**config.mk**
```make
export PLATFORM = sky130hd
export DESIGN_NAME = sacbpv_ctrl
export DESIGN_NICKNAME = d
export VERILOG_FILES = /design/src/rtl/core/sacbpv_pkg.sv /design/src/rtl/core/sacbpv_ctrl.sv
export SDC_FILE = /design/constraint.sdc
export NUM_CORES = 1
export LEC_CHECK = 0
export BUFFER_PORTS_ARGS = -buffer_cell sky130_fd_sc_hd__buf_2
export CORE_AREA = 3 3 40 42
export DETAILED_ROUTE_END_ITERATION = 16
export DIE_AREA = 0 0 43 45
export GPL_ROUTABILITY_DRIVEN = 0
export GPL_TIMING_DRIVEN = 0
export SYNTH_ARGS = -nofsm -noshare
export SYNTH_HDL_FRONTEND = slang
export SYNTH_SLANG_ARGS = --single-unit
```
**constraint.sdc**
```tcl
create_clock -name clk -period 1.25 [get_ports clk]
set_input_delay 0.0625 -clock clk [delete_from_list [all_inputs] [get_ports clk]]
set_output_delay 0.0625 -clock clk [all_outputs]
set_load 0.005 [all_outputs]
```
**src/rtl/core/sacbpv_pkg.sv**
```systemverilog
package sacbpv_pkg;

    // Default geometry of the cache.
    localparam int SETS_DEF        = 64;
    localparam int WAYS_DEF        = 4;
    localparam int BLOCK_WORDS_DEF = 4;

    // Fixed field widths.
    localparam int ADDR_W     = 32;
    localparam int WORD_W     = 64;
    localparam int BP_W       = 5;
    localparam int STATUS_W   = 3;
    localparam int FILL_WORDS = 4;

    // Request tdata layout, lowest bit first.
    localparam int ADDR_LSB  = 0;
    localparam int BP_LSB    = ADDR_LSB + ADDR_W;
    localparam int FILL_LSB  = BP_LSB + BP_W;
    localparam int IN_USED_W = FILL_LSB + FILL_WORDS * WORD_W;
    localparam int IN_DATA_W = ((IN_USED_W + 7) / 8) * 8;
    localparam int OUT_DATA_W = WORD_W;

    // Opcodes carried in the request tuser.
    localparam logic OP_READ = 1'b0;
    localparam logic OP_FILL = 1'b1;

    // Result status codes.
    localparam logic [STATUS_W-1:0] ST_READ_HIT  = 3'd0;
    localparam logic [STATUS_W-1:0] ST_READ_MISS = 3'd1;
    localparam logic [STATUS_W-1:0] ST_PRESENT   = 3'd2;
    localparam logic [STATUS_W-1:0] ST_FILLED    = 3'd3;
    localparam logic [STATUS_W-1:0] ST_REJECTED  = 3'd4;

    // Commands from the controller to the datapath.
    typedef struct packed {
        logic load_req;
        logic commit;
        logic clear_step;
    } dp_cmd_t;

    // Status from the datapath to the controller.
    typedef struct packed {
        logic clear_done;
        logic out_free;
    } dp_stat_t;

endpackage

```
**src/rtl/core/sacbpv_ctrl.sv**
```systemverilog
module sacbpv_ctrl (
    input  logic               clk,
    input  logic               rst_n,
    input  logic               in_valid,
    output logic               in_ready,
    input  sacbpv_pkg::dp_stat_t stat,
    output sacbpv_pkg::dp_cmd_t  cmd
);

    localparam logic [1:0] ST_CLEAR = 2'd0;
    localparam logic [1:0] ST_IDLE  = 2'd1;
    localparam logic [1:0] ST_LOOK  = 2'd2;

    logic [1:0] state_reg;
    logic [1:0] state_next;

    always_ff @(posedge clk or negedge rst_n)
    begin
        if (!rst_n)
        begin
            state_reg <= ST_CLEAR;
        end
        else
        begin
            state_reg <= state_next;
        end
    end

    always_comb
    begin
        state_next = state_reg;
        cmd        = '0;
        unique case (state_reg)
            ST_CLEAR:
            begin
                cmd.clear_step = 1'b1;
                if (stat.clear_done)
                begin
                    state_next = ST_IDLE;
                end
            end
            ST_IDLE:
            begin
                if (in_valid)
                begin
                    cmd.load_req = 1'b1;
                    state_next   = ST_LOOK;
                end
            end
            ST_LOOK:
            begin
                // The set row is written back only when the result can be stored.
                if (stat.out_free)
                begin
                    cmd.commit = 1'b1;
                    state_next = ST_IDLE;
                end
            end
            default:
            begin
                state_next = ST_CLEAR;
            end
        endcase
    end

    assign in_ready = (state_reg == ST_IDLE);

endmodule

```
---- After elaboration in Yosys (flattened, before gate mapping) ----
Cells that the tools add are included.
cells by class
  eq/ne operators ......................... 5
  multiplexer cells ....................... 9
  reductions and logical operators ........ 2
operators with widths
  kind                                                                    number
  2-bit 2-to-1 mux                                                        3
  2-bit inequality test (second input constant)                           3
  2-bit one-hot mux with 3 select lines                                   1
  1-bit 2-to-1 mux                                                        5
  3-bit AND reduction                                                     1
  2-bit by 1-bit equality test with 1-bit output (second input constant)  1
  2-bit equality test (second input constant)                             1
  2-bit zero test                                                         1
storage, ports and cells
  register bits ........................... 2
  input bits .............................. 5
  output and inout port bits .............. 4
  word-level logic and storage cells ...... 17

---- Longest topological paths before layout ----
Gate-level depths: netlist of the first run.
  depth after elaboration ................. 3
  mapped depth ............................ 2
  depth with buffers taken out ............ 2

---- Worst setup path before layout of the first run ----
Ideal clock, no wire load.
  kind .................................... reg2reg
  start point ............................. register state_reg[0]
  end point ............................... register state_reg[1]
  setup time .............................. 124 ps
  data arrival time ....................... 808 ps
  data required time ...................... 1126 ps
  setup slack ............................. 318 ps
  cell stages (with the launch flop) ...... 3
  path buffers ............................ 0
  period minus slack after synthesis ...... 932 ps
  path through ............................ dfrtp_1 and3b_1 or2_1
between the ends
  word-level cells in the longest chain between the ends .. 3
  elaborated cells on any way between the ends .. 8
  classes of those cells .................. eq/ne: 5; mux: 1; reduce/logical: 2
RTL lines
  what                                         line               text
  start, declared                              sacbpv_ctrl.sv:14  logic [1:0] state_reg;
  start signal, assigned                       sacbpv_ctrl.sv:25  state_reg <= state_next;
  2-bit equality test (tied with other cells)  sacbpv_ctrl.sv:33  unique case (state_reg)
  2-bit inequality test (no line)              -
  3-bit AND reduction (no line)                -
Parallel ways exist; a longest one is shown, timed or not.
A chain may end at the register's enable or synchronous reset.

==> results.txt, run 1 <==
----------------------------------------------------
[Finish]
  Area taken by multi-input logic gates ... 61.3 sq um
  Final Non-Filler Cells ... 39
  Most common cell after layout, fill and taps aside ... sky130_fd_sc_hd__buf_2
  Area Growth Syn to Fin ... 79.3%
  Number of flip-flops in the largest register ... 2
  ANT cells ... 0
  Share of layout cells above drive strength 1 ... 50.0%
  Leading cell types in the layout, fill and taps excluded ... sky130_fd_sc_hd__buf_2, sky130_fd_sc_hd__clkbuf_4, sky130_fd_sc_hd__nor2_1, sky130_fd_sc_hd__dfrtp_1
  Storage cell area ... 50.0 sq um
  Layout net count ... 31
  Number of fillers in the final layout ... 151
  Final core utilization ... 16.1%

[Drt]
  Final wirelength ... 338 um
  Routed via count ... 127
  Drc violations ... 0
  Vias per Instance ... 3.26
  Violation count after the first detailed-route iteration ... 2
  Final antenna-violating net count ... 0
  Drt first pass iters ... 2
  Average detailed-routed wire length per instance ... 8.67 um

[Power and ir drop]
  Design internal power ... 301 uW
  Leak Pwr ... 0.000110 uW
  Worst supply voltage drop on vdd ... 0.000384 V
  Net switching share of the total power ... 32.9%
  Switching Power ... 147 uW
  Proportion of power drawn by combinational gates ... 35.8%
  Sequential share of power ... 31.5%
  Power Density ... 2170 nW/um^2
  Clk network pwr share ... 32.7%

[GRT]
  Global-route total usage across every layer ... 4.91%
  First-pass GRT wire length ... 600 um
  Initial antenna violation count ... 0
  Largest net degree at the start of global routing ... 7
  Congestion Overflow GR ... 0
  Number of global-route vias before repair ... 151

[Clocking]
  Inserted Clock Buffers ... 3
  Number of H-tree levels ... 1
  Clock tree from TritonCTS ... done
  Worst-Skew Late Latency ... 0.23 ns
  Count of buffers added by post-CTS timing repair for setup ... 0
  Cell chosen for the clock root ... sky130_fd_sc_hd__clkbuf_4
  Register clock-pin slew on the reported worst setup and hold paths ... 0.03 ns
  Deepest clock path buffer count ... 2
  Quantity of hold-fixing buffers added after cts ... 1
  CTS-repair resized insts ... 0
  Sink count of the clock tree ... 2

[Critical path]
  Top fanout value on the critical path ... 6
  Setup crit start kind ... register
  Category of the worst setup path capture point ... output port
  Worst path cell trace ... and3b_1 -> buf_2
  Largest incremental delay on the critical path ... 0.42 ns
  Required arrival time at the worst endpoint ... 1.19 ns
  Slowest cell on the critical path ... sky130_fd_sc_hd__dfrtp_1
  Crit path arrival time ... 1.02 ns
  Critical setup path kind ... reg -> out

[STA]
  Share of the clock period used by the worst path after layout ... 86.6%
  Highest clock rate ... 924 MHz
  Endpoints failing hold ... 0
  Max transition margin ... 88.0%
  Total negative setup slack ... 0 ns
  Slew at the pin closest to its max-slew limit ... 0.180 ns
  Count of endpoints failing setup in the final report ... 0
  Final worst path period need ... 1.08 ns
  Unrepaired setup endpoints after global routing ... false
  Number of max-slew violations in the final report ... 0
  Final setup skew ... 0.00364 ns

[Floorplan]
  Floorplan row count ... 13
  Count of pins on the block boundary ... 9
  Area of the core ... 1280 sq um
  Vertical die dimension ... 45 um
  Die area ... 1940 sq um
  Initial standard-cell utilization of the core ... 8.96%
  Die Width ... 43 um

[Synth]
  Cell area after synthesis ... 115 sq um
  Mean Syn Cell Area ... 9.59 sq um
  Number of distinct standard cells referenced by the synthesized netlist ... 10
  Count of state elements after synthesis ... 2
  Yosys synthesis warning count ... 0
  Post-synthesis cell count ... 12
  Synthesized Nets ... 17
  Sequential element share of the synthesized area ... 43.5%

[Placement]
  DP HPWL ... 247 um
  I/O Buffers ... 8
  Number of instances in the placed design ... 35

[Outcome]
  Status ... complete, no violations

[Hold path]
  Classification of the worst-slack hold path ... in -> reg

[Flow run]
  Number of maximum-capacitance constraint violations ... 0

----------------------------------------------------
-- Yosys cell counts --
| cell | n | area, sq um |
|---|---|---|
| sky130_fd_sc_hd__inv_1 | 1 | 3.75 |
| sky130_fd_sc_hd__and3b_1 | 1 | 8.76 |
| sky130_fd_sc_hd__nor3b_1 | 1 | 7.51 |
| sky130_fd_sc_hd__and2b_2 | 1 | 8.76 |
| sky130_fd_sc_hd__or2_1 | 1 | 6.26 |
| sky130_fd_sc_hd__mux2i_1 | 1 | 10.0 |
| sky130_fd_sc_hd__nand2_1 | 1 | 3.75 |
| sky130_fd_sc_hd__dfrtp_1 | 2 | 50.1 |
| sky130_fd_sc_hd__nor2_1 | 2 | 7.51 |
| sky130_fd_sc_hd__o2bb2ai_1 | 1 | 8.76 |
-- routing by layer --
metal  wire (um)  up-vias  share of wire, %  track usage, %
met1         158       54                47            4.58
li1            -       67                 -               -
met5           0        -                 0               0
met4           0        0                 0            7.23
met2         143        6                42            5.99
met3          36        0                11            3.19
-- kinds of logic after synthesis --
| family | count (synthesis) | share of synthesized area [%] |
|---|---|---|
| multiplexers | 1 | 8.70 |
| flip-flops | 2 | 43.5 |
| AO/OA/AOI/OAI | 1 | 7.61 |
| AND/OR/NAND/NOR | 7 | 37.0 |
| buffers and inverters | 1 | 3.26 |
-- layout make-up --
type	instances	share of cell area (%)
Inverter	1	1.82
Tap cell	15	9.09
Timing Repair Buffer	9	24.2
Sequential cell	2	24.2
Multi-Input combinational cell	9	29.7
Clock buffer	3	10.9
-- critical path, delay by kind of cell (launching register included) --
family / cells / cell delay (ns)
buffers and inverters: 1 / 0.12
flip-flops: 1 / 0.42
AND/OR/NAND/NOR: 1 / 0.25
-- power groups by stage --
stage	registers [uW]	logic, uW	clock network [uW]
finish	141	160	147
global route	148	184	166
CTS	141	164	159
detailed placement	142	161	0
global placement	140	159	0
floorplan	129	93.2	0
-- metrics by stage --
stage | power (uW) | setup WS [ns] | hold slack (ns) | area [sq um]
2_1_floorplan | 222 | 0.318 | -0.233 | 115
3_3_place_gp | 299 | 0.293 | -0.152 | 174
3_5_place_dp | 303 | 0.285 | -0.151 | 174
4_1_cts | 464 | 0.157 | 0.0998 | 206
5_1_grt | 498 | 0.108 | 0.119 | 206
6_report | 448 | 0.168 | 0.114 | 206
-- path summary, 6_finish.rpt --
path / from / endpoint / slack (ns) / cells after the start
setup / recovery: state_reg[1] / cmd[2] / 0.17 / 2
hold / removal: in_valid / state_reg[0] / 0.11 / 3
setup reg to reg: state_reg[0] / state_reg[1] / 0.28 / 2
hold reg to reg: state_reg[0] / state_reg[0] / 0.55 / 1
max in group asynchronous: rst_n / state_reg[0] / 1.00 / 2
min in group asynchronous: rst_n / state_reg[1] / 0.15 / 2
No activity file was read; power rests on OpenSTA's default activity.
==> run 2: changes to the inputs <==
==> constraint.sdc (replaced) <==
create_clock -name clk -period 1.25 [get_ports clk]
set_input_delay 0.25 -clock clk [delete_from_list [all_inputs] [get_ports clk]]
set_output_delay 0.25 -clock clk [all_outputs]
set_load 0.005 [all_outputs]
==> run 2 against run 1 <==
The flow now finishes with violations (negative setup slack); via count increased by 3.1%; first-iteration DRC count fell by 100%; critical path depth stayed put; critical endpoint unchanged; largest cell class is now non-clock buffers.
==> results.txt, run 2 (same netlist as run 1, synthesis figures left out) <==
----------------------------------------------------
[Critical path]
  Category of the worst setup path capture point ... output port
  Crit path arrival time ... 1.00 ns (-0.02 ns)
  Top fanout value on the critical path ... 6 (unchanged)
  Setup crit start kind ... register
  Slowest cell on the critical path ... sky130_fd_sc_hd__dfrtp_1
  Worst path cell trace ... and3b_1 -> buf_2
  Largest incremental delay on the critical path ... 0.41 ns (about the same)
  Critical setup path kind ... reg -> out
  Required arrival time at the worst endpoint ... 1.00 ns (-0.19 ns)

[Drt]
  Violation count after the first detailed-route iteration ... 0 (-2)
  Routed via count ... 131 (+3.1%)
  Final antenna-violating net count ... 0 (unchanged)
  Drt first pass iters ... 1 (-1)
  Average detailed-routed wire length per instance ... 8.50 um (-1.9%)
  Vias per Instance ... 3.28 (+0.57%)
  Drc violations ... 0 (unchanged)
  Final wirelength ... 340 um (+0.59%)

[Power and ir drop]
  Leak Pwr ... 0.000117 uW (+6.1%)
  Overall power ... 493 uW (+9.9%)
  Worst supply voltage drop on vdd ... 0.000479 V (+25%)
  Power Density ... 2240 nW/um^2 (+3.0%)

[STA]
  Endpoints failing hold ... 0 (unchanged)
  Unrepaired setup endpoints after global routing ... true
  Number of max-slew violations in the final report ... 0 (unchanged)
  Final worst path period need ... 1.25 ns (+0.171 ns)
  Final setup skew ... 0.00364 ns (+0.00000839 ns)
  Share of the clock period used by the worst path after layout ... 100% (+14 points)
  Slew at the pin closest to its max-slew limit ... 0.181 ns (+0.00159 ns)
  Count of endpoints failing setup in the final report ... 1 (+1)
  Final critical-path setup slack ... -0.00316 ns (-0.171 ns)
  Highest clock rate ... 798 MHz (-14%)
  Max transition margin ... 87.9% (-0.11 points)

[Finish]
  Area Growth Syn to Fin ... 91.3%
  Most common cell after layout, fill and taps aside ... sky130_fd_sc_hd__buf_2
  Layout net count ... 32 (+3.2%)
  Share of layout cells above drive strength 1 ... 52.0% (+2.0 points)
  ANT cells ... 0 (unchanged)
  Design area ... 220 sq um (+6.7%)
  Final core utilization ... 17.1% (+1.1 points)
  Leading cell types in the layout, fill and taps excluded ... sky130_fd_sc_hd__buf_2, sky130_fd_sc_hd__clkbuf_4, sky130_fd_sc_hd__nor2_1, sky130_fd_sc_hd__dfrtp_1
  Number of flip-flops in the largest register ... 2 (unchanged)

[GRT]
  First-pass GRT wire length ... 600 um (unchanged)
  Congestion Overflow GR ... 0 (unchanged)
  Largest net degree at the start of global routing ... 7 (unchanged)
  Initial antenna violation count ... 0 (unchanged)
  Number of global-route vias before repair ... 151 (unchanged)
  Global-route total usage across every layer ... 4.91% (unchanged)

[Floorplan]
  Floorplan row count ... 13 (unchanged)
  Die area ... 1940 sq um (unchanged)
  Vertical die dimension ... 45 um (unchanged)
  Die Width ... 43 um (unchanged)
  Count of pins on the block boundary ... 9 (unchanged)
  Area of the core ... 1280 sq um (unchanged)
  Initial standard-cell utilization of the core ... 8.96% (unchanged)

[Clocking]
  Deepest clock path buffer count ... 2 (unchanged)
  Clock tree from TritonCTS ... done
  Sink count of the clock tree ... 2 (unchanged)
  Register clock-pin slew on the reported worst setup and hold paths ... 0.03 ns (about the same)
  Inserted Clock Buffers ... 3 (unchanged)
  Cell chosen for the clock root ... sky130_fd_sc_hd__clkbuf_4
  Number of H-tree levels ... 1 (unchanged)
  Worst-Skew Late Latency ... 0.23 ns (about the same)

[Outcome]
  Status ... finished with violations
  Violations in the final reports ... negative setup slack

[Flow run]
  Number of maximum-capacitance constraint violations ... 0 (unchanged)

[Placement]
  I/O Buffers ... 8 (unchanged)
  Placed inst area ... 174 sq um (unchanged)
  DP HPWL ... 247 um (unchanged)

[Hold path]
  Classification of the worst-slack hold path ... in -> reg

----------------------------------------------------
run 2: cell count changes in the layout (fill, tap and decap cells not counted), sizes merged:
cell / previous run / this run
buf: 8 / 9
run 2: worst max-delay path: cells and delay by family (launching register included):
kind                   cells  cell delay, ns
flip-flops                 1            0.41
AND/OR/NAND/NOR            1            0.25
buffers and inverters      1            0.12
run 2: stage by stage:
stage	TNS [ns]	setup slack, ns	hold WS (ns)	instances
floorplan	0	0.318	-0.0456	12
global placement	0	0.227	0.0353	35
detailed placement	0	0.222	0.0366	35
CTS	-0.0283	-0.0152	0.287	40
global route	-0.120	-0.0692	0.306	40
finish	-0.00316	-0.00316	0.301	40
run 2: layout make-up:
class,count,area (sq um)
Fill cell,153,1060
Timing Repair Buffer,10,63.8
Multi-Input combinational cell,9,61.3
Sequential cell,2,50.0
Clock buffer,3,22.5
Tap cell,15,18.8
Inverter,1,3.75
run 2: report_power, final:
part           switching, uW  internal, uW  total, uW
sequential              43.3          95.5        139
clock                   40.3           106        147
combinational           71.7           136        207
run 2: metal layers:
metal / track usage (%) / up-vias / routed length, um
met5: 0 / - / 0
met4: 7.23 / 0 / 0
met3: 3.19 / 0 / 36
met2: 5.99 / 6 / 150
met1: 4.58 / 58 / 153
li1: - / 67 / -
run 2: final timing paths:
path | slack (ns) | startpoint | cells past startpoint | to
setup / recovery | -0.003 | state_reg[1] | 2 | cmd[2]
hold / removal | 0.30 | in_valid | 3 | state_reg[0]
setup reg to reg | 0.28 | state_reg[0] | 2 | state_reg[1]
hold reg to reg | 0.55 | state_reg[0] | 1 | state_reg[0]
max in group asynchronous | 0.82 | rst_n | 2 | state_reg[0]
min in group asynchronous | 0.34 | rst_n | 2 | state_reg[1]
run 2: repair_timing:
| action | CTS | global route |
|---|---|---|
| pin swaps | 0 | 0 |
| endpoints found under the hold margin | 2 | 0 |
| setup endpoints to repair | 2 | 2 |
| resized for setup | 0 | 1 |
| hold buffers | 1 | 0 |
| buffers inserted | 1 | 0 |
==> run 3: changes to the inputs <==
- ABC_AREA: not set -> 1
==> run 3 against run 2 <==
Worst setup slack improved by 0.065 ns; hold slack improved by 0.031 ns; synthesized cell count rose by 50%; routed wire length fell by 6.8%; global-route usage fell by 0.92 points; synthesized area did not move; via count rose by 5.3%; clock power fell by 3%; the flow now finishes without violations.
==> results.txt, run 3 <==
----------------------------------------------------
[Finish]
  Area Growth Syn to Fin ... 88.0%
  Number of fillers in the final layout ... 146 (-4.6%)
  ANT cells ... 0 (unchanged)
  Most common cell after layout, fill and taps aside ... sky130_fd_sc_hd__buf_2
  Share of layout cells above drive strength 1 ... 45.2% (-6.8 points)
  Number of flip-flops in the largest register ... 2 (unchanged)
  Layout net count ... 38 (+19%)
  Design area ... 216 sq um (-1.7%)
  Final Non-Filler Cells ... 46 (+15%)
  Leading cell types in the layout, fill and taps excluded ... sky130_fd_sc_hd__buf_2, sky130_fd_sc_hd__inv_1, sky130_fd_sc_hd__nor2_1, sky130_fd_sc_hd__clkbuf_4

[Critical path]
  Crit path arrival time ... 0.94 ns (-0.06 ns)
  Family with the most delay on the worst path ... flip-flops
  Critical setup path kind ... reg -> out
  Worst path cell trace ... nor3_1 -> buf_2
  Count of buffering cells on the critical path with inverters included ... 1 (unchanged)
  Setup crit start kind ... register
  Top fanout value on the critical path ... 4 (-2)
  Category of the worst setup path capture point ... output port
  Slowest cell on the critical path ... sky130_fd_sc_hd__dfrtp_1
  Required arrival time at the worst endpoint ... 1.00 ns (about the same)
  Largest incremental delay on the critical path ... 0.40 ns (about the same)

[STA]
  Slew at the pin closest to its max-slew limit ... 0.132 ns (-0.0497 ns)
  Final setup skew ... 0.00203 ns (-0.00162 ns)
  Highest clock rate ... 842 MHz (+5.5%)
  Count of endpoints failing setup in the final report ... 0 (-1)
  Endpoints failing hold ... 0 (unchanged)
  Worst hold margin ... 0.332 ns (+0.0309 ns)
  Share of the clock period used by the worst path after layout ... 95.1% (-5.2 points)
  Number of max-slew violations in the final report ... 0 (unchanged)
  Max transition margin ... 91.1% (+3.2 points)
  Final worst path period need ... 1.19 ns (-0.0650 ns)
  Final critical-path setup slack ... 0.0619 ns (+0.0650 ns)

[Drt]
  Final wirelength ... 317 um (-6.8%)
  Violation count after the first detailed-route iteration ... 0 (unchanged)
  Drt first pass iters ... 1 (unchanged)
  Drc violations ... 0 (unchanged)
  Average detailed-routed wire length per instance ... 6.89 um (-19%)
  Routed via count ... 138 (+5.3%)
  Final antenna-violating net count ... 0 (unchanged)
  Vias per Instance ... 3.00 (-8.4%)

[Clocking]
  Clock tree from TritonCTS ... done
  Cell chosen for the clock root ... sky130_fd_sc_hd__clkbuf_4
  Register clock-pin slew on the reported worst setup and hold paths ... 0.03 ns (about the same)
  Inserted Clock Buffers ... 3 (unchanged)
  Worst-Skew Late Latency ... 0.22 ns (about the same)
  Sink count of the clock tree ... 2 (unchanged)
  Deepest clock path buffer count ... 2 (unchanged)
  Number of H-tree levels ... 1 (unchanged)

[Floorplan]
  Die Width ... 43 um (unchanged)
  Area of the core ... 1280 sq um (unchanged)
  Die area ... 1940 sq um (unchanged)
  Count of pins on the block boundary ... 9 (unchanged)
  Vertical die dimension ... 45 um (unchanged)
  Floorplan row count ... 13 (unchanged)
  Initial standard-cell utilization of the core ... 8.96% (unchanged)

[GRT]
  Largest net degree at the start of global routing ... 5 (-2)
  First-pass GRT wire length ... 427 um (-29%)
  Global-route total usage across every layer ... 3.99% (-0.92 points)
  Number of global-route vias before repair ... 125 (-17%)
  Congestion Overflow GR ... 0 (unchanged)
  Initial antenna violation count ... 0 (unchanged)

[Flow run]
  Number of maximum-capacitance constraint violations ... 0 (unchanged)

[Synth]
  Cell area after synthesis ... 115 sq um (unchanged)
  Post-synthesis cell count ... 18 (+6)
  Top cell type by total area after synthesis ... sky130_fd_sc_hd__dfrtp_1
  Commonest cells post-synth ... sky130_fd_sc_hd__inv_1, sky130_fd_sc_hd__nand2_1, sky130_fd_sc_hd__nor2_1, sky130_fd_sc_hd__dfrtp_1
  Count of state elements after synthesis ... 2 (unchanged)
  Cell with the most instances after synthesis ... sky130_fd_sc_hd__inv_1
  Leading register cell type out of synthesis ... sky130_fd_sc_hd__dfrtp_1
  Post-synth EDFFs ... 0 (unchanged)
  Synth top area cells ... sky130_fd_sc_hd__dfrtp_1, sky130_fd_sc_hd__inv_1, sky130_fd_sc_hd__nand2_1
  Synthesized Nets ... 23 (+6)
  Top cell type's share of synthesized area ... 43.5% (unchanged)
  Yosys synthesis warning count ... 0 (unchanged)
  Mean Syn Cell Area ... 6.40 sq um (-33%)
  Sequential element share of the synthesized area ... 43.5% (unchanged)
  Number of distinct standard cells referenced by the synthesized netlist ... 8 (-2)
  Post-synth ARST share ... 100% (unchanged)

[Placement]
  Number of instances in the placed design ... 41 (+17%)
  DP HPWL ... 228 um (-7.7%)
  Placed inst area ... 174 sq um (unchanged)
  Worst slack, placed ... 0.265 ns (+0.0432 ns)
  I/O Buffers ... 8 (unchanged)

[Outcome]
  Status ... complete, no violations

[Power and ir drop]
  Worst supply voltage drop on vdd ... 0.000268 V (-44%)
  Power Density ... 2210 nW/um^2 (-1.3%)
  Leak Pwr ... 0.000134 uW (+15%)

[Hold path]
  Classification of the worst-slack hold path ... in -> reg

----------------------------------------------------
-- run 3: stage by stage --
stage | setup TNS (ns) | power [uW] | util, %
floorplan | 0 | 225 | -
global placement | 0 | 301 | 13.5
detailed placement | 0 | 302 | 13.5
CTS | 0 | 459 | 16.1
global route | -0.0126 | 528 | 16.8
finish | 0 | 478 | 16.8
-- run 3: kinds of logic after synthesis --
logic type | share of synthesized area, %
simple gates | 28.3
buf+inv | 19.6
flops | 43.5
compound gates | 8.69
-- run 3: cell type report --
class	count	area, sq um	area share, %
clock buffer	3	22.5	10.4
inverter	6	22.5	10.4
multi-input combinational	10	45.0	20.8
sequential	2	50.0	23.1
tap	15	18.8	8.67
timing repair buffer	10	57.6	26.6
-- run 3: tightest hold or removal path, cell delays in order --
cell,delay [ns]
sky130_fd_sc_hd__buf_2,0.10
sky130_fd_sc_hd__inv_1,0.07
sky130_fd_sc_hd__o21ai_0,0.09
-- run 3: final timing paths --
kind                            depth (start not counted)          from  slack, ns           end
min in group asynchronous                               2         rst_n       0.34  state_reg[1]
worst max-delay path                                    2  state_reg[0]       0.06        cmd[1]
max in group asynchronous                               2         rst_n       0.81  state_reg[0]
worst min register to register                          3  state_reg[1]       0.61  state_reg[1]
worst min-delay path                                    3      in_valid       0.33  state_reg[1]
worst max register to register                          4  state_reg[0]       0.42  state_reg[0]
-- run 3: per-layer routing --
layer | track usage (%) | routed length (um) | up-vias | part of all wire (%)
li1 | - | - | 79 | -
met1 | 2.88 | 120 | 54 | 38
met2 | 4.19 | 165 | 5 | 52
met4 | 10.8 | 0 | 0 | 0
met5 | 0 | 0 | - | 0
met3 | 1.59 | 31 | 0 | 9.8
-- run 3: what timing repair did --
item	CTS	global route
endpoints found under the setup margin	0	2
setup buffers	0	1
gates resized for setup	0	2
hold endpoints to repair	2	0
hold buffers	1	0
-- run 3: report_power, final --
group / switching [uW] / total, uW / internal [uW] / leakage (uW)
clock network: 37.2 / 143 / 106 / 0.0000138
logic: 104 / 205 / 101 / 0.0000955
registers: 32.6 / 130 / 97.0 / 0.0000245
